**src/rtl/core/puct_child_select_top_macros.svh**
```systemverilog
// ----------------------------------------------------------------------------
// puct_child_select_top_macros
// assertion macros used by the rtl of the puct child select back end
// ----------------------------------------------------------------------------
`ifndef PUCT_CHILD_SELECT_TOP_MACROS_SVH
`define PUCT_CHILD_SELECT_TOP_MACROS_SVH
`ifndef SYNTHESIS
`define PCS_ASSERT_IMP(lbl, a, c) \
  lbl: assert property (@(posedge clk) disable iff (rst) (a) |-> (c)) \
    else $error("pcs assertion failed");
`define PCS_ASSERT_NEXT(lbl, a, c) \
  lbl: assert property (@(posedge clk) disable iff (rst) (a) |=> (c)) \
    else $error("pcs assertion failed");
`else
`define PCS_ASSERT_IMP(lbl, a, c)
`define PCS_ASSERT_NEXT(lbl, a, c)
`endif
`endif

```
**src/rtl/core/pcs_pkg.sv**
```systemverilog
// ----------------------------------------------------------------------------
// pcs_pkg
// types and constants of the puct child select block
// ----------------------------------------------------------------------------
package pcs_pkg;

  localparam int MaxChildrenDefault = 512;
  localparam int SqrtSteps = 16;
  localparam int DivSteps = 29;

  localparam logic [15:0] GainReset = 16'd4096;
  localparam logic [16:0] NoiseMixReset = 17'd16384;
  localparam logic [16:0] EpsOne = 17'd65536;

  localparam logic RegExploreGain = 1'b0;
  localparam logic RegNoiseMix = 1'b1;

  typedef struct packed {
    logic [13:0]        action;
    logic [15:0]        mix;
    logic [19:0]        visits;
    logic signed [15:0] q;
    logic [19:0]        pvis;
    logic               last;
  } item_t;

  typedef enum logic [2:0] {
    ST_IDLE, ST_SQRT, ST_MUL1, ST_MULLO, ST_MULHI, ST_DINIT, ST_DIV, ST_UPD
  } back_state_t;

endpackage

```
**src/rtl/core/pcs_front.sv**
```systemverilog
// ----------------------------------------------------------------------------
// pcs_front
// accepts children, forms the noise mixed prior and the effective q and n
// ----------------------------------------------------------------------------
module pcs_front
  import pcs_pkg::*;
(
  input  logic               clk,
  input  logic               rst,
  input  logic               push,
  output logic               full,
  input  logic [13:0]        action_id,
  input  logic [15:0]        prior,
  input  logic [19:0]        child_visits,
  input  logic signed [15:0] child_value,
  input  logic               child_expanded,
  input  logic [15:0]        noise_value,
  input  logic               use_noise,
  input  logic [19:0]        parent_visits,
  input  logic signed [15:0] parent_value,
  input  logic               last_child,
  input  logic [16:0]        eps,
  input  logic               q_full,
  output logic               q_push,
  output item_t              q_item
);

  logic               st_v;
  logic [13:0]        st_action;
  logic [32:0]        st_pn;
  logic [32:0]        st_pp;
  logic               st_use;
  logic [15:0]        st_prior;
  logic [19:0]        st_n;
  logic signed [15:0] st_q;
  logic [19:0]        st_pvis;
  logic               st_last;
  logic               accept;
  logic [16:0]        eps_inv;
  logic [32:0]        mix_sum;

  assign full    = st_v && q_full;
  assign accept  = push && !full;
  assign q_push  = st_v && !q_full;
  assign eps_inv = EpsOne - eps;
  assign mix_sum = st_pn + st_pp + 33'd32768;

  always_ff @(posedge clk) begin
    if (rst) begin
      st_v <= 1'b0;
    end else if (accept) begin
      st_v <= 1'b1;
    end else if (q_push) begin
      st_v <= 1'b0;
    end
  end

  always_ff @(posedge clk) begin
    if (accept) begin
      st_action <= action_id;
      st_pn     <= 33'(eps) * 33'(noise_value);
      st_pp     <= 33'(eps_inv) * 33'(prior);
      st_use    <= use_noise;
      st_prior  <= prior;
      st_n      <= child_expanded ? child_visits : 20'd0;
      st_q      <= child_expanded ? child_value : parent_value;
      st_pvis   <= parent_visits;
      st_last   <= last_child;
    end
  end

  always_comb begin
    q_item.action = st_action;
    q_item.mix    = st_use ? mix_sum[31:16] : st_prior;
    q_item.visits = st_n;
    q_item.q      = st_q;
    q_item.pvis   = st_pvis;
    q_item.last   = st_last;
  end

endmodule

```
**src/rtl/core/pcs_fifo.sv**
```systemverilog
// ----------------------------------------------------------------------------
// pcs_fifo
// two entry queue between the front and the scoring back end
// ----------------------------------------------------------------------------
module pcs_fifo
  import pcs_pkg::*;
(
  input  logic  clk,
  input  logic  rst,
  input  logic  wr,
  input  item_t wr_item,
  output logic  q_full,
  input  logic  rd,
  output logic  q_valid,
  output item_t rd_item
);

  item_t      mem [2];
  logic       wp;
  logic       rp;
  logic [1:0] count;

  assign q_full  = count == 2'd2;
  assign q_valid = count != 2'd0;
  assign rd_item = mem[rp];

  always_ff @(posedge clk) begin
    if (rst) begin
      wp    <= 1'b0;
      rp    <= 1'b0;
      count <= 2'd0;
    end else begin
      if (wr) begin
        wp <= ~wp;
      end
      if (rd) begin
        rp <= ~rp;
      end
      if (wr && !rd) begin
        count <= count + 2'd1;
      end else if (rd && !wr) begin
        count <= count - 2'd1;
      end
    end
  end

  always_ff @(posedge clk) begin
    if (wr) begin
      mem[wp] <= wr_item;
    end
  end

endmodule

```
**src/rtl/core/pcs_back.sv**
```systemverilog
// ----------------------------------------------------------------------------
// pcs_back
// square root, exploration product, division and running maximum
// ----------------------------------------------------------------------------
`include "puct_child_select_top_macros.svh"
module pcs_back
  import pcs_pkg::*;
#(
  parameter int MAX_CHILDREN = MaxChildrenDefault
)
(
  input  logic               clk,
  input  logic               rst,
  input  logic               q_valid,
  input  item_t              q_item,
  output logic               q_pop,
  input  logic [15:0]        gain,
  output logic               out_v,
  input  logic               pop,
  output logic [13:0]        out_action,
  output logic [8:0]         out_position,
  output logic signed [31:0] out_score
);

  localparam int PW = $clog2(MAX_CHILDREN);

  back_state_t        state;
  back_state_t        state_next;
  item_t              cur;
  logic [31:0]        sq_x;
  logic [19:0]        sq_rem;
  logic [15:0]        sq_root;
  logic [4:0]         cnt;
  logic [31:0]        p1;
  logic [47:0]        num;
  logic [20:0]        dv_rem;
  logic [28:0]        dv_quo;
  logic               run_open;
  logic [PW-1:0]      pos;
  logic signed [31:0] best_score;
  logic [13:0]        best_action;
  logic [8:0]         best_position;
  logic [19:0]        rem_sh;
  logic [19:0]        trial;
  logic [20:0]        divisor;
  logic [21:0]        rs;
  logic signed [31:0] score;
  logic               take;
  logic [PW-1:0]      pos_used;
  logic [PW+8:0]      pos_wide;
  logic               stall;
  logic               emit;
  logic               step_done;

  assign rem_sh   = {sq_rem[17:0], sq_x[31:30]};
  assign trial    = {2'b00, sq_root, 2'b01};
  assign divisor  = {1'b0, cur.visits} + 21'd1;
  assign rs       = {dv_rem, dv_quo[28]};
  assign score    = {{16{cur.q[15]}}, cur.q} + {3'b000, dv_quo};
  assign take     = !run_open || (score > best_score);
  assign pos_used = run_open ? pos : '0;
  assign pos_wide = {9'd0, pos_used};
  assign stall    = cur.last && out_v && !pop;
  assign emit     = state == ST_UPD && !stall && cur.last;

  always_ff @(posedge clk) begin
    if (rst) begin
      state <= ST_IDLE;
    end else begin
      state <= state_next;
    end
  end

  always_comb begin
    state_next = state;
    q_pop      = 1'b0;
    step_done  = 1'b0;
    unique case (state)
      ST_IDLE: begin
        if (q_valid) begin
          q_pop      = 1'b1;
          state_next = ST_SQRT;
        end
      end
      ST_SQRT: begin
        if (cnt == 5'(SqrtSteps - 1)) begin
          state_next = ST_MUL1;
        end
      end
      ST_MUL1:  state_next = ST_MULLO;
      ST_MULLO: state_next = ST_MULHI;
      ST_MULHI: state_next = ST_DINIT;
      ST_DINIT: state_next = ST_DIV;
      ST_DIV: begin
        if (cnt == 5'(DivSteps - 1)) begin
          state_next = ST_UPD;
        end
      end
      ST_UPD: begin
        if (!stall) begin
          step_done  = 1'b1;
          state_next = ST_IDLE;
        end
      end
      default: state_next = ST_IDLE;
    endcase
  end

  always_ff @(posedge clk) begin
    unique case (state)
      ST_IDLE: begin
        cur     <= q_item;
        sq_x    <= {q_item.pvis, 12'd0};
        sq_rem  <= '0;
        sq_root <= '0;
        cnt     <= '0;
      end
      ST_SQRT: begin
        if (rem_sh >= trial) begin
          sq_rem  <= rem_sh - trial;
          sq_root <= {sq_root[14:0], 1'b1};
        end else begin
          sq_rem  <= rem_sh;
          sq_root <= {sq_root[14:0], 1'b0};
        end
        sq_x <= {sq_x[29:0], 2'b00};
        cnt  <= cnt + 5'd1;
      end
      ST_MUL1:  p1  <= 32'(gain) * 32'(cur.mix);
      ST_MULLO: num <= {16'd0, 32'(p1[15:0]) * 32'(sq_root)};
      ST_MULHI: num <= num + {32'(p1[31:16]) * 32'(sq_root), 16'd0};
      ST_DINIT: begin
        dv_quo <= num[47:19];
        dv_rem <= '0;
        cnt    <= '0;
      end
      ST_DIV: begin
        if (rs >= {1'b0, divisor}) begin
          dv_rem <= 21'(rs - {1'b0, divisor});
          dv_quo <= {dv_quo[27:0], 1'b1};
        end else begin
          dv_rem <= rs[20:0];
          dv_quo <= {dv_quo[27:0], 1'b0};
        end
        cnt <= cnt + 5'd1;
      end
      ST_UPD: begin
      end
      default: begin
      end
    endcase
  end

  // running maximum and result register
  always_ff @(posedge clk) begin
    if (rst) begin
      run_open      <= 1'b0;
      pos           <= '0;
      best_score    <= '0;
      best_action   <= '0;
      best_position <= '0;
      out_v         <= 1'b0;
    end else begin
      if (step_done) begin
        if (take) begin
          best_score    <= score;
          best_action   <= cur.action;
          best_position <= pos_wide[8:0];
        end
        run_open <= !cur.last;
        if (cur.last || pos_used == PW'(MAX_CHILDREN - 1)) begin
          pos <= '0;
        end else begin
          pos <= pos_used + PW'(1);
        end
      end
      if (emit) begin
        out_v <= 1'b1;
      end else if (pop) begin
        out_v <= 1'b0;
      end
    end
  end

  always_ff @(posedge clk) begin
    if (emit) begin
      out_action   <= take ? cur.action : best_action;
      out_position <= take ? pos_wide[8:0] : best_position;
      out_score    <= take ? score : best_score;
    end
  end

  `PCS_ASSERT_IMP(a_emit_free, emit, !out_v || pop)
  `PCS_ASSERT_NEXT(a_div_to_upd, state == ST_DIV && cnt == 5'(DivSteps - 1), state == ST_UPD)
  `PCS_ASSERT_NEXT(a_stall_holds, state == ST_UPD && stall, state == ST_UPD)

endmodule

```
**src/rtl/core/puct_child_select_top.sv**
```systemverilog
// ----------------------------------------------------------------------------
// puct_child_select_top
// puct score of each child and running maximum, winner on the last child
//
// channel   dir  handshake           payload
// input     in   push / full         action_id .. last_child
// result    out  pop / empty         chosen_action, chosen_position, chosen_score
// config    in   cfg_write           cfg_index, cfg_data
//
// the back end scores one child at a time: 16 square root steps, the gain, low and high
// multiply steps, a divider set-up, 29 divider steps and an update
// the front mixes the prior in one register stage; a two entry queue decouples it
// reset is synchronous; the back end stalls only when a winner is ready
// while the previous one has not been popped
// ----------------------------------------------------------------------------
module puct_child_select_top
  import pcs_pkg::*;
#(
  parameter int MAX_CHILDREN = MaxChildrenDefault
)
(
  input  logic               clk,
  input  logic               rst,
  input  logic               cfg_write,
  input  logic               cfg_index,
  input  logic [16:0]        cfg_data,
  input  logic               push,
  output logic               full,
  input  logic [13:0]        action_id,
  input  logic [15:0]        prior,
  input  logic [19:0]        child_visits,
  input  logic signed [15:0] child_value,
  input  logic               child_expanded,
  input  logic [15:0]        noise_value,
  input  logic               use_noise,
  input  logic [19:0]        parent_visits,
  input  logic signed [15:0] parent_value,
  input  logic               last_child,
  output logic               empty,
  input  logic               pop,
  output logic [13:0]        chosen_action,
  output logic [8:0]         chosen_position,
  output logic signed [31:0] chosen_score
);

  logic [15:0] explore_gain;
  logic [16:0] noise_mix;
  logic [16:0] eps;
  logic        q_full;
  logic        q_push;
  item_t       q_wr_item;
  logic        q_valid;
  logic        q_pop;
  item_t       q_rd_item;
  logic        out_v;

  assign eps   = (noise_mix > EpsOne) ? EpsOne : noise_mix;
  assign empty = !out_v;

  always_ff @(posedge clk) begin
    if (rst) begin
      explore_gain <= GainReset;
      noise_mix    <= NoiseMixReset;
    end else if (cfg_write) begin
      unique case (cfg_index)
        RegExploreGain: explore_gain <= cfg_data[15:0];
        RegNoiseMix:    noise_mix    <= cfg_data;
      endcase
    end
  end

  pcs_front u_front (
    .clk            (clk),
    .rst            (rst),
    .push           (push),
    .full           (full),
    .action_id      (action_id),
    .prior          (prior),
    .child_visits   (child_visits),
    .child_value    (child_value),
    .child_expanded (child_expanded),
    .noise_value    (noise_value),
    .use_noise      (use_noise),
    .parent_visits  (parent_visits),
    .parent_value   (parent_value),
    .last_child     (last_child),
    .eps            (eps),
    .q_full         (q_full),
    .q_push         (q_push),
    .q_item         (q_wr_item)
  );

  pcs_fifo u_fifo (
    .clk     (clk),
    .rst     (rst),
    .wr      (q_push),
    .wr_item (q_wr_item),
    .q_full  (q_full),
    .rd      (q_pop),
    .q_valid (q_valid),
    .rd_item (q_rd_item)
  );

  pcs_back #(
    .MAX_CHILDREN (MAX_CHILDREN)
  ) u_back (
    .clk          (clk),
    .rst          (rst),
    .q_valid      (q_valid),
    .q_item       (q_rd_item),
    .q_pop        (q_pop),
    .gain         (explore_gain),
    .out_v        (out_v),
    .pop          (pop),
    .out_action   (chosen_action),
    .out_position (chosen_position),
    .out_score    (chosen_score)
  );

endmodule

```
**config.mk**
```make
export PLATFORM = sky130hd
export DESIGN_NAME = puct_child_select_top
export DESIGN_NICKNAME = d
export VERILOG_FILES = /design/src/rtl/core/pcs_pkg.sv /design/src/rtl/core/pcs_front.sv /design/src/rtl/core/pcs_fifo.sv /design/src/rtl/core/pcs_back.sv /design/src/rtl/core/puct_child_select_top.sv
export VERILOG_INCLUDE_DIRS = /design/src /design/src/rtl/core
export SDC_FILE = /design/constraint.sdc
export NUM_CORES = 2
export LEC_CHECK = 0
export ABC_AREA = 1
export BUFFER_PORTS_ARGS = -buffer_cell sky130_fd_sc_hd__clkbuf_2
export CAP_MARGIN = 10
export CELL_PAD_IN_SITES_DETAIL_PLACEMENT = 0
export CELL_PAD_IN_SITES_GLOBAL_PLACEMENT = 2
export CORE_ASPECT_RATIO = 0.8
export CORE_MARGIN = 4
export CORE_UTILIZATION = 40
export DETAILED_ROUTE_END_ITERATION = 10
export GPL_TIMING_DRIVEN = 0
export PLACE_DENSITY = 0.93
export SYNTH_ARGS = -nofsm -noshare
export SYNTH_HDL_FRONTEND = slang
export SYNTH_SLANG_ARGS = --single-unit
```
**constraint.sdc**
```tcl
create_clock -name clk -period 17.75 [get_ports clk]
set_input_delay 3.55 -clock clk [delete_from_list [all_inputs] [get_ports clk]]
set_output_delay 3.55 -clock clk [all_outputs]
set_load 0.005 [all_outputs]
```
Word level (Yosys, flattened, before mapping)
Memory sizes are Yosys's and may differ from the RTL's. A register that Yosys moved wholly into a read port is not among the register bits.
Cells that the tools add are included.
W data, S select, Z words.
Word-level totals
  logic and storage cells: 150
  memories kept: 1
  output and inout bits: 57
  bits in registers: 582
  RAM bits: 174
Operators by class
  add/sub/neg operators: 12
  reduce and logical (&&, ||, !) cells: 34
  bitwise gates (word level): 3
  multiply operators: 5
  mux-type cells: 38
  $lt $le $gt $ge: 4
  equal/unequal tests: 15
Memory list
  u_fifo.mem: depth 2, bits a word 87, read ports 1, clocked after memory_dff 1, wr ports 1, RTL line pcs_fifo.sv:18  | item_t mem [2];
Operators with widths (number)
  $mul A16 B16 Y32: 3
  $pmux W48 S2: 1
  $mul A17 B16 Y32: 2
  $pmux W32 S2: 1
  $pmux W29 S2: 1
  $add A48 B48 Y48: 1
  $pmux W21 S2: 1
  $pmux W18 S2: 1
  $add A32 B16 Y32 const B: 1
  $add A32 B32 Y32: 1
  $gt A32 B32 Y1: 1
  $mux W16: 2
  $mux W32: 1
  $pmux W16 S2: 1
  $add A16 B30 Y31: 1
  $mux W9: 3
  $pmux W3 S8: 1
  $ge A22 B21 Y1: 1
  $add A20 B1 Y21 const B: 1
  $mux W21: 1
  $sub A21 B21 Y21: 1
  $ge A20 B18 Y1: 1
  $mux W18: 1
  $sub A18 B18 Y18: 1
  other kinds (30): 81

Logic depth before layout (Yosys ltp)
  depth after elaboration: 7
  mapped depth: 42
  mapped depth without buffers: 41

Cells and area by module
A second synthesis with hierarchy kept.
Second synthesis, totals
  cell total of the unflattened synthesis: 9753
  area, all modules: 81871.0 um^2
Modules (own cells, without submodules)
  pcs_back: cells an instance 5952, times used 1, area each 47315.4 um^2
  pcs_front: cells an instance 3315, times used 1, area each 26536.7 um^2
  pcs_fifo: cells an instance 304, times used 1, area each 6625.1 um^2
  puct_child_select_top: cells an instance 182, times used 1, area each 1393.8 um^2

Worst setup path after synthesis
Ideal clock, no wire load.
  kind: input to register
  start point: in noise_value[4]
  end point: reg u_front.st_pn[23] (data pin)
  path slack: 8.866 ns
  library setup time: 0.252 ns
  arrival time: 8.632 ns
  cell stages on the path: 26
  buffers on the path: 2
  cell sequence: clkbuf_1 -> clkbuf_1 -> nand2_1 -> fa_1 -> inv_1 -> fa_1 -> inv_1 -> fa_1 -> inv_1 -> fa_1 -> inv_1 -> fa_1 -> inv_1 -> fa_1 -> ha_1 -> a21oi_1 -> inv_1 -> a31oi_1 -> a21boi_0 -> inv_1 -> nand2_1 -> nand2_1 -> nand2_1 -> nand2_1 -> nand2_1 -> nand2_1
On the way
  cells in the longest elaborated chain, start to end: 1
RTL lines
  from (decl): RTL line puct_child_select_top.sv:34  | input logic [15:0] noise_value,
  $mul A17 B16 Y32: RTL line pcs_front.sv:61  | st_pn <= 33'(eps) * 33'(noise_value);
  to (signal assigned): RTL line pcs_front.sv:61
  to (decl): RTL line pcs_front.sv:30  | logic [32:0] st_pn;
Every way passes these cells.
A chain may end at the register's enable or synchronous reset.

Worst setup path after layout
  start point: in prior[7]
  end point: reg u_front.st_pp[30] (data pin)
On the way
  cells in the longest elaborated chain, start to end: 1
RTL lines
  from (decl): RTL line puct_child_select_top.sv:30  | input logic [15:0] prior,
  $mul A17 B16 Y32: RTL line pcs_front.sv:62  | st_pp <= 33'(eps_inv) * 33'(prior);
  to (signal assigned): RTL line pcs_front.sv:62
  to (decl): RTL line pcs_front.sv:31  | logic [32:0] st_pp;
Every way passes these cells.

==> results by group <==
Floorplan
  – Die width: 508 um
  – Die ar.: 207,000 um2
  – Placeable Area: 198,000 um2
  – I/O pin total: 201
  – Row Count: 146
  – Initial Util: 0.403
  – Vert. Die Dim: slightly above 400 um

Clocking
  – CTS tree: done
  – Num CTS Buffers: 79
  – Clk_lat worst skew: 690 ps
  – CTS Hold Bufs: 0
  – CTS root buffer: clkbuf_16
  – Quantity of gates resized following cts: 0
  – Max H-tree Level: 3
  – Clock Tree Buf Depth: 3
  – Worst-path clk slew: 60 ps
  – Clk sink count: 729
  – Post-CTS setup buffer count: 0

Worst hold path
  – Worst min path class: flop to flop

STA
  – Setup Viol. Count Final: 0
  – Worst-Margin Slew: approximately 1300 ps
  – RSZ-0062 raised after global routing: false
  – Max-slew violations: 0
  – Slack of the critical path: 7710 ps
  – FMAX: 99.6 MHz
  – Final setup TNS: 0 ps
  – Clk_skew: 45.9 ps
  – Final Hold Viols: 0
  – Final period util: 0.566
  – Tmin final: 10,040 ps
  – Slew HR: 0.128

Route
  – 1st-iter DRT viols: 4,837
  – DR DRC count: 0
  – DRT antenna net count: 0
  – Via count: 63,400
  – Detailed Routing Iterations Pass 1: 9
  – Vias per Instance: 5.05
  – Total Wirelength: between 200 and 250 mm
  – Per-cell routed wire length: about 20 um

Logic synthesis
  – Post-Syn Instances: roughly 9,600
  – Post-synth EDFFs: 621
  – Average cell area after synthesis: 8.37 um2
  – Post-synthesis register bit count: 729
  – Library cells used by synthesis: 52
  – Yosys warns: 0
  – Post-synth net total: 11,400
  – Ys flop type: edfxtp_1
  – Post-synthesis sequential area ratio: 0.260
  – FFs w/ async S/R, synth: 0
  – Synthesized cell area: about 80,000 um2

Place
  – Port bufs: between 150 and 200
  – RePlAce Congestion: between 0.9 and 1
  – Detailed Place HPWL: 205 mm
  – Dpl ws: 7180 ps

Layout
  – Most common cell after layout, fill and taps aside: nand2_1
  – Nets: 11,700
  – Most frequent cells in the layout: nand2_1 (2,424), inv_1 (2,046), fa_1 (998), ha_1 (717), nor2_1 (650)
  – Layout area overhead: 9.12%
  – Post-Route Utilization: 0.440
  – Share of post-route cells with drive strength above 1: 0.0413

Setup path
  – Worst path slowest cell: clkbuf_1
  – Worst Path Class, Setup: input pin to flop
  – Maximum fanout along the worst path: 10
  – Arrival @ worst endpoint: 10,450 ps
  – Crit end category: flop
  – Worst setup SP type: input pin
  – Max incr delay on CP: between 700 and 800 ps
  – Required time of the critical path: roughly 18,000 ps

Global route
  – Initial antenna violation count: 3
  – Global-route total usage across every layer: 0.242
  – Grt total ovfl: 0
  – Pin count of the biggest net entering global routing: between 100 and 150
  – Vias in the first global route: 64,900
  – First-pass GRT wire length: a little under 400 mm

Run status
  – Status: complete, no violations

Flow run
  – Max-Cap Viols: 0
## through the flow
step	cells	hold WS [ps]	area (um2)
3_5_place_dp	12400	430	84600
4_1_cts	12600	441	87300
6_report	12600	441	87300
3_3_place_gp	12400	423	84300
2_1_floorplan	9555	421	80000
5_1_grt	12600	450	87300
## cells by family after synthesis
family | after synthesis | share of synthesized area
AOI/OAI and AO/OA | 891 | 0.0622
xor gates and xnor gates | 192 | 0.0210
adders and majority gates | 1715 | 0.362
DFF | 729 | 0.260
buffers and inverters | 2424 | 0.114
and+or+nand+nor | 3588 | 0.178
muxes | 16 | 0.00225
## routing by layer
layer | vias to the layer above | track usage | share of wire
met5 | - | 0 | 0
met4 | 0 | 0.0675 | 0.031
met3 | 303 | 0.0331 | 0.065
met2 | 1977 | 0.386 | 0.45
met1 | 31200 | 0.343 | 0.45
li1 | 30000 | - | -
## cells in the mapped netlist (3+ instances only)
cell	count	area (um2)
nand3b_1	9	67.6
inv_1	2049	7690
buf_1	19	71.3
nor4_1	12	75.1
clkbuf_1	320	1200
fa_1	998	20000
nand2_1	2425	9100
nand4_1	56	350
a21oi_1	444	2220
clkinv_1	9	33.8
nor2_1	654	2450
nand2_2	12	75.1
mux2_2	16	180
a21o_1	48	360
o21bai_1	34	255
or2_2	14	87.6
ha_1	717	8970
o2111a_1	3	33.8
xnor2_1	67	587
o31ai_1	3	22.5
o221ai_1	4	35.0
xor2_1	125	1090
a221oi_1	7	61.3
nor3b_1	4	30.0
o21ai_1	3	15.0
nand3_1	345	1730
o21a_1	21	158
a211oi_1	4	30.0
inv_2	9	33.8
a31o_2	4	35.0
o21ai_0	244	1220
edfxtp_1	621	18600
a21boi_0	14	105
a31oi_1	33	206
buf_2	17	85.1
o211ai_1	14	105
dfxtp_1	108	2160
nor3_1	49	245
## worst max-delay path: cells and delay by family
kind	cells	cell delay, ps
xor gates and xnor gates	1	150
AOI/OAI and AO/OA	1	90
and+or+nand+nor	8	1320
adders and majority gates	7	3430
buffers and inverters	9	1890
## sequential cells by signal (all words and copies together) (netlist names), 14 cells and up, named ones only
signal,cells
u_front.st_q,16
u_front.st_pp,32
u_front.st_pvis,20
u_back.cur,67
u_front.st_pn,32
u_back.num,32
u_front.st_n,20
u_back.p1,32
u_back.best_action,14
explore_gain,16
u_back.dv_rem,21
noise_mix,17
u_front.st_prior,16
u_back.best_score,32
u_back.out_score,32
u_back.out_action,14
u_back.dv_quo,29
u_back.sq_x,20
u_front.st_action,14
u_back.sq_root,16
u_fifo.mem,174
u_back.sq_rem,18
## cell type report
| type | count | area [um2] |
|---|---|---|
| plain buffers | 357 | 1370 |
| fillers | 19900 | 111000 |
| clock buffers | 100 | 2110 |
| inverters | 2067 | 7770 |
| diodes | 1 | 2.50 |
| repair buffers | 203 | 1250 |
| multi-input cells | 6402 | 50100 |
| flip-flops and latches | 729 | 20800 |
| clock inverters | 44 | 549 |
| well taps | 2664 | 3330 |
## path summary, 6_finish.rpt
kind / slack (ps) / cells past startpoint / end / startpoint
min: 440 / 0 / u_fifo.mem[0][53] / u_front.st_n[16]
max reg2reg: 8050 / 37 / u_front.st_pp[30] / noise_mix[13]
min reg2reg: 440 / 0 / u_fifo.mem[0][53] / u_front.st_n[16]
max: 7710 / 26 / u_front.st_pp[30] / prior[7]
Power is left out: the tool's default activity adds up to more than one toggle a clock period on the data nets, which glitch-free logic cannot reach.
